<file path="config.mk">
export PLATFORM = sky130hd
export DESIGN_NAME = uart_buffered_rx_tx_fifo
export DESIGN_NICKNAME = d
export VERILOG_FILES = /design/src/sv/ubrt_pkg.sv /design/src/sv/uart_buffered_rx_tx_fifo.sv /design/src/sv/ubrt_ctrl.sv /design/src/sv/ubrt_datapath.sv
export SDC_FILE = /design/constraint.sdc
export NUM_CORES = 1
export LEC_CHECK = 0
export CAP_MARGIN = 25
export CELL_PAD_IN_SITES_DETAIL_PLACEMENT = 1
export CELL_PAD_IN_SITES_GLOBAL_PLACEMENT = 2
export CORE_MARGIN = 5
export CORE_UTILIZATION = 54
export DETAILED_ROUTE_END_ITERATION = 16
export DONT_BUFFER_PORTS = 1
export HOLD_SLACK_MARGIN = 0.12
export PLACE_DENSITY = 0.87
export SLEW_MARGIN = 40
export SYNTH_ARGS = -nofsm -noshare
export SYNTH_HDL_FRONTEND = slang
export SYNTH_HIERARCHICAL = 1
export SYNTH_SLANG_ARGS = --single-unit
</file>
<file path="constraint.sdc">
create_clock -name clk -period 10.77 [get_ports clk]
set_input_delay 1.6155 -clock clk [delete_from_list [all_inputs] [get_ports clk]]
set_output_delay 1.6155 -clock clk [all_outputs]
set_load 0.01 [all_outputs]
</file>
<file path="src/sv/ubrt_pkg.sv">
package ubrt_pkg;

    // Ring depths. Each ring holds at most DEPTH - 1 bytes.
    localparam int RX_DEPTH = 64;
    localparam int TX_DEPTH = 64;

    localparam int RX_PTR_W = $clog2(RX_DEPTH);
    localparam int TX_PTR_W = $clog2(TX_DEPTH);
    localparam int RX_CNT_W = $clog2(RX_DEPTH + 1);
    localparam int TX_CNT_W = $clog2(TX_DEPTH + 1);

    localparam int LEVEL_W = 6;
    localparam int IN_DATA_W = 16;
    localparam int OUT_DATA_W = 40;
    localparam int OPCODE_W = 3;

    localparam logic [OPCODE_W-1:0] OP_LINE_RX = 3'd0;
    localparam logic [OPCODE_W-1:0] OP_HOST_RD = 3'd1;
    localparam logic [OPCODE_W-1:0] OP_HOST_WR = 3'd2;
    localparam logic [OPCODE_W-1:0] OP_TX_READY = 3'd3;
    localparam logic [OPCODE_W-1:0] OP_CLEAR = 3'd4;

    // Commands from the controller to the datapath.
    typedef struct packed {
        logic accept;
        logic commit;
    } ubrt_cmd_t;

    // Status from the datapath to the controller.
    typedef struct packed {
        logic out_valid;
    } ubrt_status_t;

endpackage

</file>
<file path="src/sv/uart_buffered_rx_tx_fifo.sv">
// Buffered receive and transmit byte rings for a serial port. Each request on the
// slave stream carries an opcode in s_tuser (line receive, host read, host write,
// transmitter ready, clear both) and produces exactly one result on the master
// stream, in request order. Each ring holds up to depth minus one bytes, so a
// line-receive request into a full ring is dropped and a host write into a full
// transmit ring is rejected rather than waited on. A request is accepted in the
// idle state while the ring stores present their registered read data at the
// current read pointers; the execute state then updates the pointers and loads
// the result register once the output is free or being read. A new request is
// accepted while a result waits there, but not while one is still executing. The
// parity check enable register is written with cfg_we and should only change
// while no request is in flight.
module uart_buffered_rx_tx_fifo
    import ubrt_pkg::*;
(
    input  logic                  clk,
    input  logic                  rst_n,
    // Request stream.
    input  logic                  s_tvalid,
    output logic                  s_tready,
    // From bit 0 up: data_byte[7:0], frame_error, overrun_error, parity_error, zero pad.
    input  logic [IN_DATA_W-1:0]  s_tdata,
    // opcode[2:0].
    input  logic [OPCODE_W-1:0]   s_tuser,
    // Result stream.
    output logic                  m_tvalid,
    input  logic                  m_tready,
    // From bit 0 up: read_valid, read_data[7:0], send_valid, send_data[7:0],
    // write_accepted, rx_dropped, send_started, send_idle, rx_level[5:0],
    // tx_level[5:0], zero pad.
    output logic [OUT_DATA_W-1:0] m_tdata,
    // Parity check enable register.
    input  logic                  cfg_we,
    input  logic                  cfg_wdata
);

    ubrt_cmd_t    cmd;
    ubrt_status_t status;

    // The controller sequences accept and commit; it sees only handshakes and status.
    ubrt_ctrl u_ctrl (
        .clk      (clk),
        .rst_n    (rst_n),
        .s_tvalid (s_tvalid),
        .s_tready (s_tready),
        .m_tready (m_tready),
        .status   (status),
        .cmd      (cmd)
    );

    // The datapath holds the ring stores, the pointers and the result register.
    ubrt_datapath u_datapath (
        .clk       (clk),
        .rst_n     (rst_n),
        .cmd       (cmd),
        .status    (status),
        .s_tdata   (s_tdata),
        .s_tuser   (s_tuser),
        .m_tready  (m_tready),
        .m_tdata   (m_tdata),
        .m_tvalid  (m_tvalid),
        .cfg_we    (cfg_we),
        .cfg_wdata (cfg_wdata)
    );

endmodule

</file>
<file path="src/sv/ubrt_ctrl.sv">
module ubrt_ctrl
    import ubrt_pkg::*;
(
    input  logic         clk,
    input  logic         rst_n,
    input  logic         s_tvalid,
    output logic         s_tready,
    input  logic         m_tready,
    input  ubrt_status_t status,
    output ubrt_cmd_t    cmd
);

    localparam logic ST_IDLE = 1'b0;
    localparam logic ST_EXEC = 1'b1;

    logic state_reg;
    logic state_next;

    assign s_tready   = (state_reg == ST_IDLE);
    assign cmd.accept = s_tvalid && (state_reg == ST_IDLE);
    assign cmd.commit = (state_reg == ST_EXEC) && (!status.out_valid || m_tready);

    always_comb
    begin
        state_next = state_reg;
        unique case (state_reg)
            ST_IDLE:
            begin
                if (cmd.accept)
                begin
                    state_next = ST_EXEC;
                end
            end
            ST_EXEC:
            begin
                if (cmd.commit)
                begin
                    state_next = ST_IDLE;
                end
            end
            default:
            begin
                state_next = ST_IDLE;
            end
        endcase
    end

    always_ff @(posedge clk or negedge rst_n)
    begin
        if (!rst_n)
        begin
            state_reg <= ST_IDLE;
        end
        else
        begin
            state_reg <= state_next;
        end
    end

endmodule

</file>
<file path="src/sv/ubrt_datapath.sv">
module ubrt_datapath
    import ubrt_pkg::*;
(
    input  logic                  clk,
    input  logic                  rst_n,
    input  ubrt_cmd_t             cmd,
    output ubrt_status_t          status,
    input  logic [IN_DATA_W-1:0]  s_tdata,
    input  logic [OPCODE_W-1:0]   s_tuser,
    input  logic                  m_tready,
    output logic [OUT_DATA_W-1:0] m_tdata,
    output logic                  m_tvalid,
    input  logic                  cfg_we,
    input  logic                  cfg_wdata
);

    localparam logic [RX_PTR_W-1:0] RX_LAST = RX_PTR_W'(RX_DEPTH - 1);
    localparam logic [TX_PTR_W-1:0] TX_LAST = TX_PTR_W'(TX_DEPTH - 1);

    logic [7:0] rx_mem [RX_DEPTH];
    logic [7:0] tx_mem [TX_DEPTH];

    logic [RX_PTR_W-1:0] rx_wp_reg, rx_wp_next, rx_rp_reg, rx_rp_next;
    logic [TX_PTR_W-1:0] tx_wp_reg, tx_wp_next, tx_rp_reg, tx_rp_next;
    logic [7:0]          rx_rdata_reg, tx_rdata_reg;
    logic                parity_en_reg;

    logic [OPCODE_W-1:0] op_reg;
    logic [7:0]          byte_reg;
    logic                fe_reg, ov_reg, pe_reg;

    logic                  out_valid_reg;
    logic [OUT_DATA_W-1:0] out_data_reg;

    logic [RX_PTR_W-1:0] rx_wp_inc, rx_rp_inc;
    logic [TX_PTR_W-1:0] tx_wp_inc, tx_rp_inc;
    logic                rx_empty, rx_full, tx_empty, tx_full;
    logic                rx_push, tx_push;
    logic [RX_CNT_W-1:0] rx_level;
    logic [TX_CNT_W-1:0] tx_level;

    logic       read_valid, send_valid, write_accepted, rx_dropped;
    logic       send_started, send_idle;
    logic [7:0] read_data, send_data;

    assign rx_wp_inc = (rx_wp_reg == RX_LAST) ? '0 : rx_wp_reg + 1'b1;
    assign rx_rp_inc = (rx_rp_reg == RX_LAST) ? '0 : rx_rp_reg + 1'b1;
    assign tx_wp_inc = (tx_wp_reg == TX_LAST) ? '0 : tx_wp_reg + 1'b1;
    assign tx_rp_inc = (tx_rp_reg == TX_LAST) ? '0 : tx_rp_reg + 1'b1;

    assign rx_empty = (rx_wp_reg == rx_rp_reg);
    assign rx_full  = (rx_wp_inc == rx_rp_reg);
    assign tx_empty = (tx_wp_reg == tx_rp_reg);
    assign tx_full  = (tx_wp_inc == tx_rp_reg);

    always_comb
    begin
        rx_wp_next     = rx_wp_reg;
        rx_rp_next     = rx_rp_reg;
        tx_wp_next     = tx_wp_reg;
        tx_rp_next     = tx_rp_reg;
        rx_push        = 1'b0;
        tx_push        = 1'b0;
        read_valid     = 1'b0;
        read_data      = 8'd0;
        send_valid     = 1'b0;
        send_data      = 8'd0;
        write_accepted = 1'b0;
        rx_dropped     = 1'b0;
        send_started   = 1'b0;
        send_idle      = 1'b0;
        unique case (op_reg)
            OP_LINE_RX:
            begin
                if (fe_reg || ov_reg || (parity_en_reg && pe_reg) || rx_full)
                begin
                    rx_dropped = 1'b1;
                end
                else
                begin
                    rx_push    = 1'b1;
                    rx_wp_next = rx_wp_inc;
                end
            end
            OP_HOST_RD:
            begin
                if (!rx_empty)
                begin
                    read_valid = 1'b1;
                    read_data  = rx_rdata_reg;
                    rx_rp_next = rx_rp_inc;
                end
            end
            OP_HOST_WR:
            begin
                if (!tx_full)
                begin
                    write_accepted = 1'b1;
                    send_started   = tx_empty;
                    tx_push        = 1'b1;
                    tx_wp_next     = tx_wp_inc;
                end
            end
            OP_TX_READY:
            begin
                if (tx_empty)
                begin
                    send_idle = 1'b1;
                end
                else
                begin
                    send_valid = 1'b1;
                    send_data  = tx_rdata_reg;
                    tx_rp_next = tx_rp_inc;
                end
            end
            OP_CLEAR:
            begin
                rx_wp_next = '0;
                rx_rp_next = '0;
                tx_wp_next = '0;
                tx_rp_next = '0;
            end
            default:
            begin
            end
        endcase
    end

    always_comb
    begin
        if (rx_wp_next >= rx_rp_next)
        begin
            rx_level = RX_CNT_W'(rx_wp_next) - RX_CNT_W'(rx_rp_next);
        end
        else
        begin
            rx_level = RX_CNT_W'(rx_wp_next) + RX_CNT_W'(RX_DEPTH) - RX_CNT_W'(rx_rp_next);
        end
        if (tx_wp_next >= tx_rp_next)
        begin
            tx_level = TX_CNT_W'(tx_wp_next) - TX_CNT_W'(tx_rp_next);
        end
        else
        begin
            tx_level = TX_CNT_W'(tx_wp_next) + TX_CNT_W'(TX_DEPTH) - TX_CNT_W'(tx_rp_next);
        end
    end

    // Byte stores; read data is registered every cycle at the current read pointers.
    always_ff @(posedge clk)
    begin
        if (cmd.commit && rx_push)
        begin
            rx_mem[rx_wp_reg] <= byte_reg;
        end
        rx_rdata_reg <= rx_mem[rx_rp_reg];
    end

    always_ff @(posedge clk)
    begin
        if (cmd.commit && tx_push)
        begin
            tx_mem[tx_wp_reg] <= byte_reg;
        end
        tx_rdata_reg <= tx_mem[tx_rp_reg];
    end

    always_ff @(posedge clk)
    begin
        if (cmd.accept)
        begin
            op_reg   <= s_tuser;
            byte_reg <= s_tdata[7:0];
            fe_reg   <= s_tdata[8];
            ov_reg   <= s_tdata[9];
            pe_reg   <= s_tdata[10];
        end
        if (cmd.commit)
        begin
            out_data_reg <= {6'd0,
                             LEVEL_W'(tx_level), LEVEL_W'(rx_level),
                             send_idle, send_started, rx_dropped, write_accepted,
                             send_data, send_valid, read_data, read_valid};
        end
    end

    always_ff @(posedge clk or negedge rst_n)
    begin
        if (!rst_n)
        begin
            rx_wp_reg     <= '0;
            rx_rp_reg     <= '0;
            tx_wp_reg     <= '0;
            tx_rp_reg     <= '0;
            parity_en_reg <= 1'b0;
            out_valid_reg <= 1'b0;
        end
        else
        begin
            if (cfg_we)
            begin
                parity_en_reg <= cfg_wdata;
            end
            if (cmd.commit)
            begin
                rx_wp_reg     <= rx_wp_next;
                rx_rp_reg     <= rx_rp_next;
                tx_wp_reg     <= tx_wp_next;
                tx_rp_reg     <= tx_rp_next;
                out_valid_reg <= 1'b1;
            end
            else if (m_tready)
            begin
                out_valid_reg <= 1'b0;
            end
        end
    end

    assign status.out_valid = out_valid_reg;
    assign m_tvalid         = out_valid_reg;
    assign m_tdata          = out_data_reg;

endmodule

</file>
==> impl_metrics.toml <==
[cells_and_area]
nFillCells = 6792
area_growth_pct = 11.3
layout.cells.non_filler = 3369
final_nets = 2247
final_util_pct = 60.5
drive_above_1_share_pct = 25.9
stdcell_area_um2 = 49500

[worst_setup_path]
r2r_cells = 12
path_cells = "buf_6, xnor2_1, nand3_1, o31ai_4, inv_2, nand2_1, mux2i_1, ha_1, a21oi_1, o21ai_0, xnor2_1, xor2_1"
critPathTopFamily = "compound AO/OA/AOI/OAI gates"
r2r_setup_slack_ns = 6.17
crit_path_end_kind = "flip-flop"
slowest_stage = "dfrtp_4"
worstPathRequired_ns = 11.15
cp.depth = 12
path_class = "reg -> reg"
slowest_delay_ns = 0.91
worstSetupStartpointType = "flip-flop"
critPathMostFrequentCell = "xnor2_1"
crit_fanout = 43
cp_num_buf_inv = 2
critPathArrivalTime_ns = 4.98

[clocking]
path_clk_slew_ns = 0.06
insertion_delay_ns = 0.67
cts_made_buffers = 105
root_buffer = "clkbuf_16"
holdBufCountCts = 0
htree_num_levels = 3
cts-resized-gates = 0
postCtsSetupBuffers = 0
cts_buffer_depth = 3
clkSinkCount = 1115
cts_tree = "done"

[drt]
dr.first_iter.drc_count = 2227
wire_per_inst_um = 31.9
drc_errors = 0
routed_via_density = 6.58
vias = 22200
drtAntennaViolNets = 0
wl_mm = 107
drtPass1Iterations = 5

[placement]
port_buffers = 0
dpl_cell_area_um2 = 45800
place.gp.congestion = 0.817
dp_cells = 3166
pre_cts_ws_ns = 5.61
hpwlAfterDp_mm = 64.3

[run]
maxCapViolCount = 0

[floorplanning]
start_util_pct = 54.4
fp.dieArea_um2 = 88200
die_y_um = 297
die_w_um = 297
core_um2 = 81800
num_io_pins = 67
rows = 105

[sta]
fin_crit_sh_pct = 42.7
final_max_slew_viol_count = 0
slew-limit-headroom_pct = 33.9
rsz0062_at_grt = "no"
setup_ws_ns = 6.17
fin_tns_setup_ns = 0
hold_viol_final = 0
fmax_mhz = 217
clock_skew_ns = 0.0263
finalSetupViolCount = 0
fin_crit_ns = 4.60
tightest_slew_ns = 0.992

[synth]
synthFlopType = "edfxtp_1"
yosysSeqAreaShare_pct = 74.6
syn_area_um2 = 44500
yosysUniqueCellTypes = 71
yosys-top-cells-area = "edfxtp_1 (72%), mux4_2 (15%), dfrtp_1 (1.5%)"
async_flop_share_pct = 2.42
yosys.area.top_type_share_pct = 72.4
synth_common_cells = "edfxtp_1 (1072), mux4_2 (304), nor2_1 (152), nand2_1 (57), clkbuf_1 (53)"
synth_area_per_cell_um2 = 20.5
synth_cells = 2175
synth-edff-count = 1072
yosys_warnings = 6
synth_top_area_cell = "edfxtp_1"
yosysMostFrequentCell = "edfxtp_1"
postSynthRegisterBits = 1115

[grt]
antenna_found_initial = 4
grt_pass1_vias = 23100
overflow = 0
track_usage_pct = 24.3
grt_pass1_wl_mm = 159
grt_start_max_net_pins = 112

[min_path]
min_path_type = "reg -> reg"
hold_depth = 1

[power_and_ir_drop]
pwr_density_cell_nw_per_um2 = 237
ir_worst_vdd_v = 0.000154
leakagePower_nw = 15.4

[status]
status = "completed"
## cell usage in the layout, fill, tap and decap left out, drive strengths merged, types with 4 or more instances in the layout
cell type and count:
edfxtp 1072, mux4 304, nor2 152, clkbuf 122, nand2 57, clkinv 48, mux2i 46, buf 45
a21oi 39, o21ai 37, inv 32, nand3 28, dfrtp 27, and2 24, bufinv 17, a221oi 16
dfxtp 16, xnor2 16, nor3 16, xor2 15, ha 14, a22oi 11, a211oi 11, nor2b 11
a31oi 10, and3 9, clkinvlp 8, a21o 8, or3 7, nand4 7, a22o 6, conb 6
nor4 6, diode 5, o31a 4, o31ai 4
## cells by family (layout without fill, tap and decap cells)
group / after synthesis / in the layout / share of synthesized area [%]
compound gates: 173 / 173 / 2.66
xor+xnor: 31 / 31 / 0.627
fa+ha+maj: 16 / 16 / 0.484
buf+inv: 158 / 272 / 1.59
flops: 1115 / 1115 / 74.6
mux: 353 / 353 / 16.5
other cells: 1 / 11 / 0.00843
simple gates: 328 / 328 / 3.53
## report_power, final
part	leakage (nW)	internal [mW]	switching, mW
clock	1.74	2.21	1.61
combinational	3.51	1.27	1.52
sequential	10.1	4.91	0.215
total	15.4	8.39	3.34
## final cells by class
| class | count | area, µm² | share of cell area, % |
|---|---|---|---|
| Timing Repair Buffer | 49 | 504 | 1.02 |
| Clock buffer | 118 | 2680 | 5.41 |
| Clock inverter | 77 | 907 | 1.83 |
| Inverter | 28 | 105 | 0.212 |
| Tap cell | 1070 | 1340 | 2.70 |
| Antenna cell | 5 | 12.5 | 0.0253 |
| Sequential cell | 1115 | 33200 | 67.1 |
| Multi-Input combinational cell | 907 | 10800 | 21.7 |
## routing by layer
metal | global-route usage [%] | routed length (µm)
met4 | 6.82 | 2820
met1 | 34.6 | 42700
met2 | 38.4 | 52000
met3 | 5.72 | 9820
met5 | 0 | 0
## worst paths after layout
check                                                          from                                   to
worst max-delay path            u_datapath/tx_rp_reg[0]$_DFFE_PN0P_     u_datapath/m_tdata[33]$_DFFE_PP_
worst min-delay path             u_datapath/rx_rdata_reg[7]$_DFF_P_  u_datapath/m_tdata[8]$_SDFFCE_PP0P_
worst max register to register  u_datapath/tx_rp_reg[0]$_DFFE_PN0P_     u_datapath/m_tdata[33]$_DFFE_PP_
worst min register to register   u_datapath/rx_rdata_reg[7]$_DFF_P_  u_datapath/m_tdata[8]$_SDFFCE_PP0P_
max in group asynchronous                                     rst_n  u_datapath/tx_rp_reg[1]$_DFFE_PN0P_
min in group asynchronous                                     rst_n  u_datapath/rx_wp_reg[3]$_DFFE_PN0P_
## per-stage QoR
stage	power (mW)	hold WS, ns
finish	11.7	0.514
global route	12.2	0.542
detailed placement	7.97	0.500
global placement	7.83	0.491
CTS	11.8	0.524
floorplan	7.14	0.481
## worst register-to-register path, delay by kind of cell (launching register included)
family                   cells  cell delay (ns)
AO/OA/AOI/OAI                3             0.95
XOR/XNOR                     3             0.58
adder cells (fa/ha/maj)      1             0.32
buffers and inverters        2             0.85
flip-flops                   1             0.91
multiplexers                 1             0.31
AND/OR/NAND/NOR              2             0.41
(Power assumes the default switching activity.)
